### src/rtl/core/ctw_pkg.sv
package ctw_pkg;

  localparam int DEF_COLUMNS = 80;
  localparam int DEF_ROWS    = 25;

  localparam int CHAR_W     = 8;
  localparam int COLOUR_W   = 4;
  localparam int RROW_W     = 5;
  localparam int RCOL_W     = 7;
  localparam int MODE_W     = 2;
  localparam int S_TDATA_W  = 32;

  localparam int COL_OUT_W  = 7;
  localparam int ROW_OUT_W  = 5;
  localparam int POS_OUT_W  = 11;
  localparam int CELL_W     = 16;
  localparam int M_TDATA_W  = 40;

  localparam logic [MODE_W-1:0] MODE_PUT   = 2'd0;
  localparam logic [MODE_W-1:0] MODE_CLEAR = 2'd1;
  localparam logic [MODE_W-1:0] MODE_READ  = 2'd2;

  localparam logic [CELL_W-1:0] BLANK_CELL   = 16'h0F20;
  localparam logic [CHAR_W-1:0] NEWLINE_CODE = 8'd10;
  localparam logic [CHAR_W-1:0] NULL_CODE    = 8'd0;

  localparam int QUEUE_DEPTH = 2;

  localparam int KIND_W = 3;
  localparam logic [KIND_W-1:0] K_NOP      = 3'd0;
  localparam logic [KIND_W-1:0] K_PUT      = 3'd1;
  localparam logic [KIND_W-1:0] K_NEWLINE  = 3'd2;
  localparam logic [KIND_W-1:0] K_CLEAR    = 3'd3;
  localparam logic [KIND_W-1:0] K_READ     = 3'd4;
  localparam logic [KIND_W-1:0] K_READ_OOB = 3'd5;

  typedef struct packed {
    logic [KIND_W-1:0] kind;
    logic [CELL_W-1:0] cell_data;
    logic [RROW_W-1:0] rrow;
    logic [RCOL_W-1:0] rcol;
  } cmd_t;

endpackage

### src/rtl/core/ctw_queue.sv
module ctw_queue
  import ctw_pkg::*;
(
  input  logic clk,
  input  logic rst,
  input  logic push,
  input  cmd_t push_cmd,
  output logic full,
  input  logic pop,
  output logic head_valid,
  output cmd_t head_cmd
);

  localparam int PTR_W = (QUEUE_DEPTH > 1) ? $clog2(QUEUE_DEPTH) : 1;
  localparam int CNT_W = $clog2(QUEUE_DEPTH + 1);

  cmd_t             entries [QUEUE_DEPTH];
  logic [PTR_W-1:0] wr_ptr;
  logic [PTR_W-1:0] rd_ptr;
  logic [CNT_W-1:0] count;

  function automatic logic [PTR_W-1:0] ptr_inc(input logic [PTR_W-1:0] p);
    return (p == PTR_W'(QUEUE_DEPTH - 1)) ? '0 : p + PTR_W'(1);
  endfunction

  assign full       = (count == CNT_W'(QUEUE_DEPTH));
  assign head_valid = (count != '0);
  assign head_cmd   = entries[rd_ptr];

  always_ff @(posedge clk) begin
    if (push) begin
      entries[wr_ptr] <= push_cmd;
    end
  end

  always_ff @(posedge clk) begin
    if (rst) begin
      wr_ptr <= '0;
      rd_ptr <= '0;
      count  <= '0;
    end else begin
      if (push) begin
        wr_ptr <= ptr_inc(wr_ptr);
      end
      if (pop) begin
        rd_ptr <= ptr_inc(rd_ptr);
      end
      if (push && !pop) begin
        count <= count + CNT_W'(1);
      end else if (pop && !push) begin
        count <= count - CNT_W'(1);
      end
    end
  end

endmodule

### config.mk
export PLATFORM = sky130hd
export DESIGN_NAME = ctw_queue
export DESIGN_NICKNAME = d
export VERILOG_FILES = /design/src/rtl/core/ctw_pkg.sv /design/src/rtl/core/ctw_queue.sv
export SDC_FILE = /design/constraint.sdc
export NUM_CORES = 1
export LEC_CHECK = 0
export BUFFER_PORTS_ARGS = -buffer_cell sky130_fd_sc_hd__buf_2
export CAP_MARGIN = 40
export CORE_ASPECT_RATIO = 1.1
export CORE_MARGIN = 4
export CORE_UTILIZATION = 35
export DETAILED_ROUTE_END_ITERATION = 16
export GPL_TIMING_DRIVEN = 0
export PLACE_DENSITY = 0.59
export SKIP_CTS_REPAIR_TIMING = 1
export SKIP_LAST_GASP = 1
export SYNTH_ARGS = -nofsm -noshare
export SYNTH_HDL_FRONTEND = slang
export SYNTH_SLANG_ARGS = --single-unit
### constraint.sdc
create_clock -name clk -period 3.2 [get_ports clk]
set_clock_uncertainty 0.1 [all_clocks]
set_input_delay 0.32 -clock clk [delete_from_list [all_inputs] [get_ports clk]]
set_output_delay 0.32 -clock clk [all_outputs]
set_load 0.1 [all_outputs]
# ---- After elaboration in Yosys (flattened, before gate mapping)
# Memories as Yosys holds them, arrays and structs flattened. A register that Yosys moved wholly into a read port is not among the register bits.
# Cells that the tools add are included.
dict set report word_totals {
  regBits 4
  ram_bits 62
  in_bits 35
  output_inout_bits 33
  wordCells 23
  memories 1
}
# memory words width rd rd_clocked_by_memory_dff wr line
set mem_list {}
lappend mem_list {entries 2 31 1 1 1 ctw_queue.sv:17} ;# cmd_t entries [QUEUE_DEPTH];
dict set report op_classes {
  addsub 4
  eq_ne 1
  mux 8
  n_reduce_logical 6
}
# cell count
set ops {}
lappend ops {{two-way mux 1 bit} 6}
lappend ops {{two-way mux 2 bit} 2}
lappend ops {{nonzero test 2 bit} 2}
lappend ops {{adder 1 bit (second input constant)} 2}
lappend ops {{adder 2 x 1 -> 2 bit (second input constant)} 1}
lappend ops {{== test 2 bit (second input constant)} 1}
lappend ops {{logical AND 1 bit} 2}
lappend ops {{zero test 1 bit} 2}
lappend ops {{subtractor 2 x 1 -> 2 bit (second input constant)} 1}

# ---- Logic depth before layout (Yosys ltp)
dict set report depth {
  word_depth 4
  mapped_depth 5
  depth_no_buf 5
}

# ---- Worst setup path before layout
# OpenSTA, ideal clock, no wires.
dict set report synth_timing {
  path_type {input to register}
  from {input port push}
  to {memory entries[0][0] (netlist bit), enable pin}
  setup_ps 423
  arrival_time_ps 1725
  slack_ps 952
  stages 1
  n_path_buf 0
  cell_sequence {nor2b_1}
}
dict set report synth_between {
  elab_chain_len 2
}
# item line
set synth_lines {}
lappend synth_lines {{from (decl)} ctw_queue.sv:6} ;# input logic push,
lappend synth_lines {{two-way mux 1 bit} ctw_queue.sv:31} ;# if (push) begin
lappend synth_lines {{two-way mux 1 bit (implied by the code)} ctw_queue.sv:32} ;# entries[wr_ptr] <= push_cmd;
lappend synth_lines {{to (decl)} ctw_queue.sv:17}
# No other way between the ends.

==> results.yml <==
clocking:
  cts_tree: "done"
  htreeDepth: 3
  cts.sink_count: 67
  clkTransAtPathRegs_ns: 0.07
  cts_root_buffer: "clkbuf_8"
  cts_buffer_depth: 2
  clock_insertion_delay_worst_skew_ns: 0.32
  cts_inserted_buffers: 9
timing:
  tightest_slew_ns: 0.792
  setup_viol: 0
  relSlewSlack: 0.472
  fin_crit_sh: 0.648
  slew_violations: 0
  fmax_mhz: 482
  holdWs_ns: 0.0770
  min_period_ns: 2.07
  rsz0062_at_grt: "false"
  hold_viol_final: 0
setup_path:
  required_ns: 2.78
  worst_path_dominant_cell_family: "buffers and inverters"
  worst_path_most_repeated_cell: "buf_2"
  end_kind: "output port"
  critPathLaunchType: "flip-flop"
  worstPathCellList: "buf_2 -> mux2_2 -> buf_2"
  critPathMaxStageDelay_ns: 0.38
  cp.arrival_ns: 1.65
  cpMaxStageDelayCell: "mux2_2"
  crit_buf_inv: 2
  worst-setup-path-type: "reg2out"
  worstPathMaxFanout: 10
synth:
  synth_ff_type: "edfxtp_1"
  synth_top_area_frac: 0.764
  synthDistinctLibCells: 16
  synth-seq-area-share: 0.805
  yosys_warnings: 0
  synth_commonest_cells: "62 x edfxtp_1, 31 x mux2_2, 5 x dfxtp_1, 4 x nor2_1, 3 x buf_2"
  syn_inst: 118
  post-synth-top-count-cell: "edfxtp_1"
  synth_area_sq_um: 2440
  synth.avg_cell_area_sq_um: 20.6
  async_reset_ff_frac: 0
  synth.largest_area_cell: "edfxtp_1"
  synth-seq-cells: 67
  mappedNetlistNets: 154
  synth_area_leaders: "edfxtp_1 76%, mux2_2 14%, dfxtp_1 4.1%, xnor2_1 0.72%, xor2_1 0.72%"
  synth_edf_count: 62
die:
  ios: 68
  die_w_microns: 87.5
  start_util: 0.365
  dieArea_sq_um: 8360
  core_sq_um: 6670
  row_count: 31
  die_height_microns: 95.5
placed_design:
  dp_hpwl_mm: 2.87
  place_area_sq_um: 2910
  place_congestion: 0.642
  port_buffers: 67
outcome:
  status: "finished, final reports clean"
detailed_routing:
  vias: 1257
  first_iter_violations: 77
  ant_nets: 0
  post_drt_via_cell_ratio: 4.43
  wirelength_mm: 4.25
  dr.pass1.iters: 3
  drc: 0
  post_drt_wl_per_cell_microns: 15.0
cells_and_area:
  drive_above_1_share: 0.594
  fin_nets: 233
  fin_area_sq_um: 3130
  antenna_cells: 0
  area_growth_pct: 28.4
grt:
  grt_pass1_vias: 1283
  antenna_found_initial: 0
  grt_max_degree: 32
  track_usage: 0.106
  grt_pass1_wl_mm: 6.23
  grt-ovfl-total: 0
job:
  drv_cap: 0
pwr:
  p_leak_nw: 1.20
  power_mw: 2.34
  power.density_nw_per_um2: 748
  vdd_drop_max_mv: 0.329
worst_hold_path:
  hp-class: "in2reg"
## kinds of logic (layout without fill, tap and decap cells)
group                    count (synthesis)  count (layout)  share of synthesized area
XOR/XNOR                                 4               4                     0.0144
buffers and inverters                    4              88                    0.00770
multiplexers                            31              31                      0.143
AND/OR/NAND/NOR                          9               9                     0.0200
adder cells (fa/ha/maj)                  1               1                    0.00514
flip-flops                              67              67                      0.805
AO/OA/AOI/OAI                            2               2                    0.00410
## power by group
part	internal (mW)	switching, mW	leakage (nW)
Sequential	1.02	0.0156	0.623
Combinational	0.110	0.441	0.469
Clock	0.456	0.300	0.107
Total	1.58	0.756	1.20
## metrics by stage
step | setup TNS, ns | std cells | worst slack [ns] | utilization
after floorplan | 0 | 118 | 0.952 | -
after global placement | -2.29 | 267 | -0.0753 | 0.431
after detailed placement | 0 | 268 | 1.45 | 0.436
after CTS | 0 | 284 | 1.06 | 0.469
after global routing | 0 | 284 | 1.04 | 0.469
final | 0 | 284 | 1.13 | 0.469
## routing by layer
metal  vias to the layer above  GRT usage  wire length [microns]
met3                         5     0.0441                    215
li1                        609          -                      -
met4                         0     0.0614                     61
met2                        32      0.171                   2190
met5                         -          0                      0
met1                       611      0.117                   1780
## path summary, 6_finish.rpt
| path | start | to | slack (ns) | cells past startpoint |
|---|---|---|---|---|
| worst max register to register | wr_ptr | entries[1][22] | 1.60 | 1 |
| worst min register to register | count[1] | count[1] | 0.40 | 2 |
| worst min-delay path | push_cmd[23] | entries[1][23] | 0.08 | 1 |
| worst max-delay path | flip-flop | head_cmd[30] | 1.13 | 3 |
## cell usage in the layout (no fill, tap or decap)
| cell | Yosys | layout |
|---|---|---|
| and2b_2 | 1 | 1 |
| inv_1 | 1 | 1 |
| and2_2 | 0 | 1 |
| clkinv_2 | 0 | 1 |
| clkbuf_1 | 0 | 1 |
| buf_2 | 3 | 70 |
| or2_2 | 1 | 1 |
| buf_16 | 0 | 1 |
| mux2_2 | 31 | 31 |
| nor2_1 | 4 | 4 |
| dfxtp_1 | 5 | 5 |
| clkbuf_8 | 0 | 10 |
| nor2b_4 | 0 | 1 |
| clkinv_1 | 0 | 1 |
| or3_1 | 1 | 1 |
| a21oi_1 | 1 | 1 |
| bufinv_16 | 0 | 2 |
| xnor2_1 | 2 | 2 |
| o21ai_0 | 1 | 1 |
| ha_1 | 1 | 1 |
| edfxtp_1 | 62 | 62 |
| xor2_1 | 2 | 2 |
| clkinvlp_4 | 0 | 1 |
## state kept, by name, indices dropped and copies added (netlist names), named ones only
register / count
wr_ptr: 1
rd_ptr: 1
count: 2
entries: 62
## area by class of cell
class,instances,area [sq um]
Clock inverter,5,76.3
Tap cell,82,103
Clock buffer,11,141
Multi-Input combinational cell,47,464
Sequential cell,67,1960
Buffer,3,15.0
Inverter,1,3.75
Timing Repair Buffer,68,363
Fill cell,601,3540
Power figures use the tool's default switching activity.
