[config.mk]
export PLATFORM = sky130hd
export DESIGN_NAME = ctw_front
export DESIGN_NICKNAME = d
export VERILOG_FILES = /design/src/rtl/core/ctw_pkg.sv /design/src/rtl/core/ctw_front.sv
export SDC_FILE = /design/constraint.sdc
export NUM_CORES = 1
export LEC_CHECK = 0
export BUFFER_PORTS_ARGS = -buffer_cell sky130_fd_sc_hd__buf_2
export CORE_ASPECT_RATIO = 0.9
export CORE_UTILIZATION = 20
export DETAILED_ROUTE_END_ITERATION = 7
export GPL_ROUTABILITY_DRIVEN = 0
export PLACE_DENSITY = 0.73
export SLEW_MARGIN = 0
export SYNTH_ARGS = -nofsm -noshare
export SYNTH_HDL_FRONTEND = slang
export SYNTH_SLANG_ARGS = --single-unit
[constraint.sdc]
create_clock -name clk -period 0.8 [get_ports clk]
set_input_delay 0.04 -clock clk [delete_from_list [all_inputs] [get_ports clk]]
set_output_delay 0.04 -clock clk [all_outputs]
set_load 0.005 [all_outputs]
[src/rtl/core/ctw_pkg.sv]
package ctw_pkg;

  localparam int DEF_COLUMNS = 80;
  localparam int DEF_ROWS    = 25;

  localparam int CHAR_W     = 8;
  localparam int COLOUR_W   = 4;
  localparam int RROW_W     = 5;
  localparam int RCOL_W     = 7;
  localparam int MODE_W     = 2;
  localparam int S_TDATA_W  = 32;

  localparam int COL_OUT_W  = 7;
  localparam int ROW_OUT_W  = 5;
  localparam int POS_OUT_W  = 11;
  localparam int CELL_W     = 16;
  localparam int M_TDATA_W  = 40;

  localparam logic [MODE_W-1:0] MODE_PUT   = 2'd0;
  localparam logic [MODE_W-1:0] MODE_CLEAR = 2'd1;
  localparam logic [MODE_W-1:0] MODE_READ  = 2'd2;

  localparam logic [CELL_W-1:0] BLANK_CELL   = 16'h0F20;
  localparam logic [CHAR_W-1:0] NEWLINE_CODE = 8'd10;
  localparam logic [CHAR_W-1:0] NULL_CODE    = 8'd0;

  localparam int QUEUE_DEPTH = 2;

  localparam int KIND_W = 3;
  localparam logic [KIND_W-1:0] K_NOP      = 3'd0;
  localparam logic [KIND_W-1:0] K_PUT      = 3'd1;
  localparam logic [KIND_W-1:0] K_NEWLINE  = 3'd2;
  localparam logic [KIND_W-1:0] K_CLEAR    = 3'd3;
  localparam logic [KIND_W-1:0] K_READ     = 3'd4;
  localparam logic [KIND_W-1:0] K_READ_OOB = 3'd5;

  typedef struct packed {
    logic [KIND_W-1:0] kind;
    logic [CELL_W-1:0] cell_data;
    logic [RROW_W-1:0] rrow;
    logic [RCOL_W-1:0] rcol;
  } cmd_t;

endpackage

[src/rtl/core/ctw_front.sv]
module ctw_front
  import ctw_pkg::*;
#(
  parameter int COLUMNS = DEF_COLUMNS,
  parameter int ROWS    = DEF_ROWS
) (
  input  logic                 clk,
  input  logic                 rst,
  input  logic                 s_tvalid,
  output logic                 s_tready,
  input  logic [S_TDATA_W-1:0] s_tdata,
  input  logic [MODE_W-1:0]    s_tuser,
  input  logic                 init_done,
  input  logic                 q_full,
  output logic                 q_push,
  output cmd_t                 q_cmd
);

  logic [CHAR_W-1:0]   char_code;
  logic [COLOUR_W-1:0] fore_colour;
  logic [COLOUR_W-1:0] back_colour;
  logic [RROW_W-1:0]   read_row;
  logic [RCOL_W-1:0]   read_col;
  logic                in_range;
  logic                ready;

  assign char_code   = s_tdata[7:0];
  assign fore_colour = s_tdata[11:8];
  assign back_colour = s_tdata[15:12];
  assign read_row    = s_tdata[20:16];
  assign read_col    = s_tdata[27:21];

  assign in_range = (32'(read_row) < ROWS) && (32'(read_col) < COLUMNS);

  // hold off transactions during the fill after reset
  always_ff @(posedge clk) begin
    if (rst) begin
      ready <= 1'b0;
    end else begin
      ready <= init_done;
    end
  end

  assign s_tready = ready && init_done && !q_full;
  assign q_push   = s_tvalid && s_tready;

  always_comb begin
    q_cmd.cell_data = {back_colour, fore_colour, char_code};
    q_cmd.rrow = read_row;
    q_cmd.rcol = read_col;
    case (s_tuser)
      MODE_PUT: begin
        if (char_code == NULL_CODE) begin
          q_cmd.kind = K_NOP;
        end else if (char_code == NEWLINE_CODE) begin
          q_cmd.kind = K_NEWLINE;
        end else begin
          q_cmd.kind = K_PUT;
        end
      end
      MODE_CLEAR: q_cmd.kind = K_CLEAR;
      MODE_READ:  q_cmd.kind = in_range ? K_READ : K_READ_OOB;
      default:    q_cmd.kind = K_NOP;
    endcase
  end

endmodule

# == Word level (Yosys, flattened, before mapping) ==
# Index checks and enable logic that the tools add are counted.
# Widths: inputs -> output; s select.
# totals
regBits,1
input_bits,39
word_cells,17
output_inout_bits,33
# classes
n_eq_ne,3
order_cmp,2
reduce_logical,7
muxes,4
# op_table
op,count
$pmux 3 s3,1
$eq 8x4->1 const B,1
$logic_not 8->1,1
$lt 7x7->1 const B,1
$lt 5x5->1 const B,1
$logic_and 1x1->1,4
$mux 2,2
$eq 2x1->1 const B,1
$eq 2x2->1 const B,1
$logic_not 2->1,1
$logic_not 1->1,1
$mux 1,1

# == Longest topological paths before layout ==
# Gate-level depths: netlist (run 1).
# logic_depth
word_depth,4
mapped_depth,3
depth_no_buf,3

# == Least setup slack after synthesis (run 1) ==
# Ideal clock, no wire load.
# synth_timing
kind,register to output
from,reg ready
to,out q_push
t_arrival_ns,0.602
stages_incl_launch_ff,4
path_buffers,0
setup_slack_ns,0.158
required_time_ns,0.760
path_cell_list,dfxtp_1 > nand2_1 > nor2_1 > and2_1
# synth_between
elab_chain_len,3
# synth_lines
item,line_no,rtl
"start, declared",ctw_front.sv:25,logic ready;
"start signal, assigned",ctw_front.sv:40,ready <= init_done;
$logic_and 1x1->1 (2 in a row),ctw_front.sv:44,assign s_tready = ready && init_done && !q_full;
via s_tready,ctw_front.sv:10,"output logic s_tready,"
$logic_and 1x1->1,ctw_front.sv:45,assign q_push = s_tvalid && s_tready;
"end, declared",ctw_front.sv:15,"output logic q_push,"
# The timed path passes the listed nets, and every way through them passes these cells.

==> results of run 1 <==
## how the worst max path moves through the flow
stage | startpoint | end | slack (ps) | cells past startpoint
floorplan | ready$_SDFF_PP0_ | q_push | 160 | 3
global placement | s_tdata[18] | q_cmd[28] | -100 | 5
detailed placement | s_tdata[18] | q_cmd[28] | -90 | 5
CTS | s_tdata[6] | q_cmd[28] | -40 | 5
global route | s_tdata[6] | q_cmd[28] | -100 | 5
finish | s_tdata[6] | q_cmd[28] | -30 | 5
## critical path: cells and delay by family
| kind | cells | cell delay [ps] |
|---|---|---|
| simple gates | 2 | 480 |
| buf+inv | 2 | 220 |
| compound gates | 1 | 50 |
## synth_stat cells
library cell / count
a41oi_1: 1
and2_1: 1
and4b_1: 1
buf_4: 28
dfxtp_1: 1
nand2_1: 2
nor2_1: 3
nor2b_1: 2
nor4_2: 1
o21ai_0: 1
o2bb2ai_1: 1
o311ai_0: 1
xnor2_1: 1
## layout make-up
class,instances,area share [%]
Timing Repair Buffer,43,59.7
Multi-Input combinational cell,15,28.1
Tap cell,22,7.10
Sequential cell,1,5.16
## cells in the final DEF (no fill, tap or decap)
| cell | count |
|---|---|
| a41oi_1 | 1 |
| and2_1 | 1 |
| buf_8 | 1 |
| xnor2_1 | 1 |
| nor4_4 | 1 |
| buf_2 | 41 |
| and4b_1 | 1 |
| dfxtp_1 | 1 |
| o311ai_1 | 1 |
| o2bb2ai_1 | 1 |
| nor2_1 | 3 |
| o21ai_0 | 1 |
| nor2b_1 | 2 |
| nand2_1 | 2 |
| buf_6 | 1 |
## routing by layer
metal	GRT usage, %	part of all wire (%)	vias to the layer above
li1	-	-	148
met1	5.66	31	130
met3	0.901	6.2	0
met5	0	0	-
met4	0.758	0	0
met2	13.2	63	14
## logic make-up after synthesis
| logic type | Yosys count | share of synthesized area, % |
|---|---|---|
| AOI/OAI and AO/OA | 4 | 9.47 |
| xor gates and xnor gates | 1 | 2.65 |
| buffers and inverters | 28 | 63.6 |
| and+or+nand+nor | 10 | 18.2 |
| DFF | 1 | 6.06 |
## what timing repair did
action | CTS | global route
endpoints found under the setup margin | 2 | 2
pin swaps | 3 | 1
resized for setup | 5 | 1
hold endpoints to repair | 0 | 0
## power by group
group          internal [mW]  switching (mW)
Combinational         0.0965          0.0676
Sequential            0.0536        0.000917
Clock                      0               0
## stage by stage
step	power [mW]	cells	setup TNS (ps)	hold slack (ps)	setup slack, ps
floorplan	0.193	44	0	111	158
global placement	0.202	81	-123	80.0	-101
detailed placement	0.206	81	-140	80.0	-91.2
CTS	0.219	81	-46.3	80.0	-35.7
global route	0.237	81	-161	80.0	-98.9
finish	0.219	81	-46.0	80.0	-33.8
==> impl_metrics.py, run 1 <==
metrics = {
    "drt": {
        "drc": 0,
        "vias": 292,
        "ant_nets": 0,
        "dr.pass1.iters": 1,
        "drt_iter0_drc": 0,
        "viasPerCell": 3.60,
        "postRouteWirelength_um": 731,
        "wl_per_cell_um": 9.02,
    },
    "place": {
        "port_buffers": 43,
        "dpl_cell_area_sq_um": 363,
    },
    "global_routing": {
        "grt_pass1_wl_um": 821,
        "antenna_found_initial": 0,
        "first_global_vias": 216,
        "track_usage_pct": 5.84,
        "grt-ovfl-total": 0,
        "grt_max_degree": 4,
    },
    "floorplanning": {
        "die_w_um": 44.8,
        "dieArea_sq_um": 1820,
        "core_area_sq_um": 1500,
        "pin_count": 72,
        "start_util_pct": 22.1,
        "die_h_um": 40.6,
        "num_rows": 13,
    },
    "setup_path": {
        "cp_data_required_time_ps": 760,
        "worstPathMaxFanout": 2,
        "crit_path_start_kind": "input port",
        "critical_path.endpoint_type": "output port",
        "critPathKind": "in -> out",
        "slowest_stage": "nor4_4",
        "critPathArrivalTime_ps": 790,
        "max_stage_delay_ps": 260,
        "worstPathCellList": "buf_8 > nor4_4 > and4b_1 > o2bb2ai_1 > buf_2",
    },
    "final_layout": {
        "seq_area_sq_um": 20.0,
        "reg_top3": "ready x1",
        "syn2layout_area_growth_pct": 17.4,
        "nets": 100,
        "multi_input_area_sq_um": 109,
        "largest_register": "ready",
        "diodes": 0,
        "largest_reg_flops": 1,
        "fin_area_sq_um": 388,
        "nFillCells": 184,
        "utilization_pct": 25.9,
        "drive_gt1_share_pct": 74.6,
    },
    "sta": {
        "setup_violations": 2,
        "fin_crit_ps": 834,
        "max_slew_margin_pct": 84.0,
        "hold_violations": 0,
        "tightest_slew_ps": 237,
        "slew_viol_final": 0,
        "rsz0062_at_grt": "true",
        "setup_slack_ps": -33.8,
        "fin_crit_sh_pct": 104,
        "clock.fmax_mhz": 1200,
    },
    "pwr": {
        "peakVddDrop_v": 0.000258,
        "p_per_area_nw_per_um2": 564,
        "p_leak_nw": 0.222,
    },
    "yosys": {
        "synthCells": 44,
        "yosysTopAreaCell": "buf_4",
        "yosys.area.top_type_share_pct": 63.6,
        "synth_area_per_cell_sq_um": 7.51,
        "synth_fp_nets": 83,
        "ys_seq_area_share_pct": 6.06,
        "netlist_area_sq_um": 330,
        "yosys-top-cells-area": "buf_4 64%, dfxtp_1 6.1%, nor2b_1 3.8%, nor4_2 3.8%, nor2_1 3.4%",
        "ys_seq_elements": 1,
        "synth_warnings": 0,
        "ys_types": 13,
    },
    "outcome": {
        "violations": "negative setup slack",
        "status": "finished with violations",
    },
    "clock_tree": {
        "holdBufCountCts": 0,
        "postCtsSetupBuffers": 0,
    },
    "worst_hold_path": {
        "hp-class": "in -> out",
        "whs_path_depth": 0,
        "worstHoldStart": "s_tdata[9]",
        "holdPathEnd": "q_cmd[21]",
    },
    "flow_run": {
        "cap_violations": 0,
    },
}
Power figures use the tool's default switching activity.
==> inputs of run 2 (changes only) <==
--- a/config.mk
+++ b/config.mk
@@ -5,12 +5,14 @@
 export SDC_FILE = /design/constraint.sdc
 export NUM_CORES = 1
 export LEC_CHECK = 0
+export ABC_AREA = 1
 export BUFFER_PORTS_ARGS = -buffer_cell sky130_fd_sc_hd__buf_2
 export CORE_ASPECT_RATIO = 0.9
-export CORE_UTILIZATION = 20
+export CORE_UTILIZATION = 23
+export CTS_CLUSTER_DIAMETER = 50
 export DETAILED_ROUTE_END_ITERATION = 7
 export GPL_ROUTABILITY_DRIVEN = 0
-export PLACE_DENSITY = 0.73
+export PLACE_DENSITY = 0.75
 export SLEW_MARGIN = 0
 export SYNTH_ARGS = -nofsm -noshare
 export SYNTH_HDL_FRONTEND = slang
==> run 2 against run 1 <==
Effect of this change: the run now ends clean; utilization is 5.9 points higher; critical path depth is 3 higher; setup slack better by 86 ps; cell count is 32% higher; design area is 25% higher; largest power group unchanged; fmax is 11% higher; sequential power hardly changed; sequential share of layout area is 1.0 points lower; worst hold slack hardly changed; synthesized cell count is 59% higher.
==> impl_metrics.py, run 2 <==
metrics = {
    "outcome": {
        "status": "finished, final reports clean",
    },
    "yosys": {
        "netlist_area_sq_um": 395,
        "ys_types": 9,
        "yosys.area_share.simple_pct": 29.1,
        "synth_common_cells": "28 x buf_4, 16 x nand2_1, 12 x inv_1",
        "synthCells": 70,
        "synth_top_family_by_area": "buffers and inverters",
        "synth-main-ff-cell": "dfxtp_1",
        "yosys.area.top_type_share_pct": 53.2,
        "yosysMostFrequentCell": "buf_4",
        "ys_seq_elements": 1,
        "async_reset_ff_share_pct": 0,
        "synth-edff-count": 0,
        "synth-adder-area-share_pct": 0,
        "synth_fp_nets": 109,
        "yosys-top-cells-area": "buf_4 53%, nand2_1 15%, inv_1 11%, nor2_1 6.6%, dfxtp_1 5.1%",
        "synth_warnings": 0,
        "synthXorXnorAreaFrac_pct": 0,
        "synth_area_per_cell_sq_um": 5.65,
        "ys_seq_area_share_pct": 5.06,
        "synth_compound_area_share_pct": 1.27,
        "synth_mux_area_share_pct": 0,
        "yosysTopAreaCell": "buf_4",
    },
    "drt": {
        "postRouteWirelength_um": 778,
        "viasPerCell": 3.76,
        "wl_per_cell_um": 7.27,
        "vias": 402,
        "dr.pass1.iters": 3,
        "drc": 0,
        "ant_nets": 0,
        "drt_iter0_drc": 3,
    },
    "floorplanning": {
        "num_rows": 13,
        "die_h_um": 41.3,
        "pin_count": 72,
        "dieArea_sq_um": 1890,
        "start_util_pct": 25.9,
        "die_w_um": 45.7,
        "core_area_sq_um": 1530,
    },
    "place": {
        "place_ws_ps": 13.2,
        "port_buffers": 43,
        "dp.cells": 107,
        "dpl_cell_area_sq_um": 428,
        "dpl.hpwl_um": 692,
    },
    "pwr": {
        "peakVddDrop_v": 0.000264,
        "fin_total_pwr_mw": 0.253,
        "p_per_area_nw_per_um2": 521,
        "p_leak_nw": 0.314,
    },
    "final_layout": {
        "largest_reg_flops": 1,
        "layout_common_cells": "40 x buf_2, 11 x nand2_1, 8 x inv_1, 5 x nand2_2",
        "syn2layout_area_growth_pct": 23.1,
        "diodes": 0,
        "largest_register": "ready",
        "utilization_pct": 31.8,
        "seq_area_sq_um": 20.0,
        "fin_area_sq_um": 487,
        "final_cells": 107,
        "reg_top3": "ready x1",
        "nets": 126,
        "drive_gt1_share_pct": 68.2,
        "nFillCells": 178,
        "multi_input_area_sq_um": 160,
        "final_common_cell": "buf_2",
    },
    "worst_hold_path": {
        "hp-class": "in -> out",
    },
    "sta": {
        "hold_violations": 0,
        "setup_slack_ps": 51.8,
        "fin_crit_sh_pct": 93.5,
        "clock.fmax_mhz": 1340,
        "timing.setup.tns_ps": 0,
        "setup_violations": 0,
        "hold_ws_ps": 80.0,
        "max_slew_margin_pct": 86.5,
        "slew_viol_final": 0,
        "tightest_slew_ps": 202,
        "fin_crit_ps": 748,
    },
    "global_routing": {
        "grt_pass1_wl_um": 1060,
        "grt-ovfl-total": 0,
        "antenna_found_initial": 0,
        "track_usage_pct": 7.28,
        "first_global_vias": 299,
        "grt_max_degree": 4,
    },
    "flow_run": {
        "cap_violations": 0,
    },
    "clock_tree": {
        "postCtsSetupBuffers": 0,
    },
    "setup_path": {
        "cp_data_required_time_ps": 760,
        "critPathKind": "in -> out",
        "crit_path_start_kind": "input port",
        "worstPathMaxFanout": 3,
        "critical_path.endpoint_type": "output port",
        "critPathArrivalTime_ps": 710,
    },
}
-- run 2: cell count changes after synthesis, sizes merged, moves of 2 or more --
| cell | change |
|---|---|
| nand3 | +3 |
| nor2b | -2 |
| inv | +12 |
| nor2 | +5 |
| nand2 | +14 |
-- run 2: layout make-up --
cell class,instances,share of cell area [%]
repair buffers,43,48.1
multi-input cells,29,32.9
inverters,12,9.25
well taps,22,5.66
flip-flops and latches,1,4.11
-- run 2: timing repair --
action / CTS / global route
resized for setup: 0 / 19
hold buffers: 0 / 0
endpoints found under the hold margin: 0 / 0
setup endpoints to repair: 0 / 1
-- run 2: cells by family after synthesis --
logic type,count (synthesis)
AND/OR/NAND/NOR,28
buffers and inverters,40
AO/OA/AOI/OAI,1
flip-flops,1
-- run 2: final timing paths --
path | startpoint | endpoint | slack, ps | cells after the start
max | s_tdata[4] | q_cmd[28] | 50 | 8
min | s_tdata[11] | q_cmd[23] | 80 | 0
-- run 2: power by group --
part,internal [mW],leakage (nW),switching (mW)
combinational,0.107,0.306,0.0916
sequential,0.0536,0.00834,0.000668
clock,0,0,0
total,0.161,0.314,0.0923
-- run 2: layer usage --
layer	track usage, %	vias up	wire length [um]
met5	0	-	0
met4	0.735	0	2
met3	0.431	2	102
met2	16.8	28	392
met1	7.36	165	281
li1	-	207	-
-- run 2: worst max-delay path, cell delays in order --
cell and delay (ps):
buf_2 100, inv_1 50, nand2_2 60, nor2_4 120, nand2_2 70, nand3_2 70, nand3_2 70, buf_2 120
==> inputs of run 3 (changes only) <==
--- a/config.mk
+++ b/config.mk
@@ -8,11 +8,13 @@
 export ABC_AREA = 1
 export BUFFER_PORTS_ARGS = -buffer_cell sky130_fd_sc_hd__buf_2
 export CORE_ASPECT_RATIO = 0.9
-export CORE_UTILIZATION = 23
+export CORE_UTILIZATION = 24
+export CTS_BUF_LIST = sky130_fd_sc_hd__clkbuf_2 sky130_fd_sc_hd__clkbuf_4 sky130_fd_sc_hd__clkbuf_8
 export CTS_CLUSTER_DIAMETER = 50
+export CTS_CLUSTER_SIZE = 10
 export DETAILED_ROUTE_END_ITERATION = 7
 export GPL_ROUTABILITY_DRIVEN = 0
-export PLACE_DENSITY = 0.75
+export PLACE_DENSITY = 0.78
 export SLEW_MARGIN = 0
 export SYNTH_ARGS = -nofsm -noshare
 export SYNTH_HDL_FRONTEND = slang
==> run 3 against run 2 <==
Effect of this change: first-iteration DRC count decreased by 33%; global-route usage barely moved; setup slack improved by 14 ps; sequential power is essentially flat; design area down 7.7%; wire length rose by 3.1%; sequential share of layout area up 0.34 points; utilization decreased by 1.8 points; cell count did not move; critical path depth did not move; worst hold slack unchanged; fmax increased by 1.9%; critical endpoint unchanged.
==> impl_metrics.py, run 3 (synthesis results as in run 2) <==
metrics = {
    "sta": {
        "hold_ws_ps": 80.0,
        "setup_violations": 0,
        "rsz0062_at_grt": "false",
        "max_slew_margin_pct": 90.4,
        "hold_violations": 0,
        "setup_slack_ps": 66.0,
        "clock.fmax_mhz": 1360,
        "slew_viol_final": 0,
        "fin_crit_ps": 734,
        "fin_crit_sh_pct": 91.8,
        "tightest_slew_ps": 142,
        "timing.setup.tns_ps": 0,
    },
    "drt": {
        "dr.pass1.iters": 2,
        "ant_nets": 0,
        "drc": 0,
        "drt_iter0_drc": 2,
        "vias": 396,
        "wl_per_cell_um": 7.50,
        "postRouteWirelength_um": 802,
        "viasPerCell": 3.70,
    },
    "place": {
        "dp.cells": 107,
        "dpl_cell_area_sq_um": 428,
        "port_buffers": 43,
        "dpl.hpwl_um": 745,
        "place_ws_ps": 37.1,
    },
    "setup_path": {
        "crit_path_start_kind": "input port",
        "crit_start": "s_tdata[6]",
        "cp_data_required_time_ps": 760,
        "critPathKind": "in -> out",
        "worstPathMaxFanout": 3,
        "critical_path.endpoint_type": "output port",
        "critPathArrivalTime_ps": 690,
    },
    "pwr": {
        "internal_power_mw": 0.152,
        "peakVddDrop_v": 0.000230,
        "pwr-share-clk_pct": 0,
        "p_per_area_nw_per_um2": 532,
        "combPwrFrac_pct": 77.3,
        "fin_total_pwr_mw": 0.239,
        "p_leak_nw": 0.301,
        "p_seq_share_pct": 22.7,
        "switching_power_mw": 0.0869,
        "swShare_pct": 36.4,
    },
    "floorplanning": {
        "die_w_um": 44.8,
        "pin_count": 72,
        "dieArea_sq_um": 1810,
        "core_area_sq_um": 1500,
        "start_util_pct": 26.4,
        "num_rows": 13,
        "die_h_um": 40.5,
    },
    "global_routing": {
        "grt_pass1_wl_um": 1010,
        "antenna_found_initial": 0,
        "first_global_vias": 277,
        "grt-ovfl-total": 0,
        "track_usage_pct": 7.27,
        "grt_max_degree": 4,
    },
    "final_layout": {
        "layout_common_cells": "42 x buf_2, 13 x nand2_1, 7 x inv_1, 6 x nor2_1, 5 x inv_2",
        "drive_gt1_share_pct": 62.4,
        "nets": 126,
        "final_common_cell": "buf_2",
        "largest_reg_flops": 1,
        "syn2layout_area_growth_pct": 13.6,
        "utilization_pct": 30.0,
        "fin_area_sq_um": 449,
        "reg_top3": "ready x1",
        "largest_register": "ready",
        "final_cells": 107,
        "diodes": 0,
    },
    "clock_tree": {
        "postCtsSetupBuffers": 0,
    },
    "worst_hold_path": {
        "worstHoldStart": "s_tdata[21]",
        "hp-class": "in -> out",
    },
    "outcome": {
        "status": "finished, final reports clean",
    },
    "flow_run": {
        "cap_violations": 0,
    },
}
-- run 3: cell count changes in the layout (fill, tap and decap cells not counted), moves of 2 or more --
cell / delta
nand3_2: -2
nand2_1: +2
nor2_1: +2
buf_2: +2
nand2_2: -2
nand3_1: +2
buf_6: -2
-- run 3: repair_timing --
action,CTS,global route
gates resized for setup,0,11
hold buffers,0,0
endpoints found under the setup margin,0,1
-- run 3: layer usage --
metal | vias up | global-route usage [%] | routed length [um] | part of all wire [%]
met3 | 2 | 0.901 | 105 | 13
met4 | 0 | 0.758 | 2 | 0.25
met1 | 161 | 7.69 | 283 | 35
li1 | 206 | - | - | -
met2 | 27 | 15.8 | 410 | 51
met5 | - | 0 | 0 | 0
-- run 3: critical path: stages --
cell	delay [ps]
buf_2	110
inv_2	40
nand2_2	50
nor2_4	120
nand2_1	60
nand3_1	80
nand3_1	70
buf_2	130
-- run 3: layout make-up --
| class | count | area [sq um] |
|---|---|---|
| Fill cell | 185 | 1050 |
| Timing Repair Buffer | 43 | 221 |
| Multi-Input combinational cell | 29 | 135 |
| Inverter | 12 | 45.0 |
| Tap cell | 22 | 27.5 |
| Sequential cell | 1 | 20.0 |
-- run 3: power by group through the flow --
stage	clock network [mW]	logic [mW]	registers, mW
after floorplan	0	0.160	0.0541
after global placement	0	0.168	0.0543
after detailed placement	0	0.173	0.0542
after CTS	0	0.174	0.0543
after global routing	0	0.208	0.0545
final	0	0.185	0.0542
-- run 3: worst paths after layout --
| check | endpoint | cells past startpoint | slack [ps] |
|---|---|---|---|
| worst max-delay path | q_cmd[28] | 8 | 70 |
| worst min-delay path | q_cmd[0] | 0 | 80 |
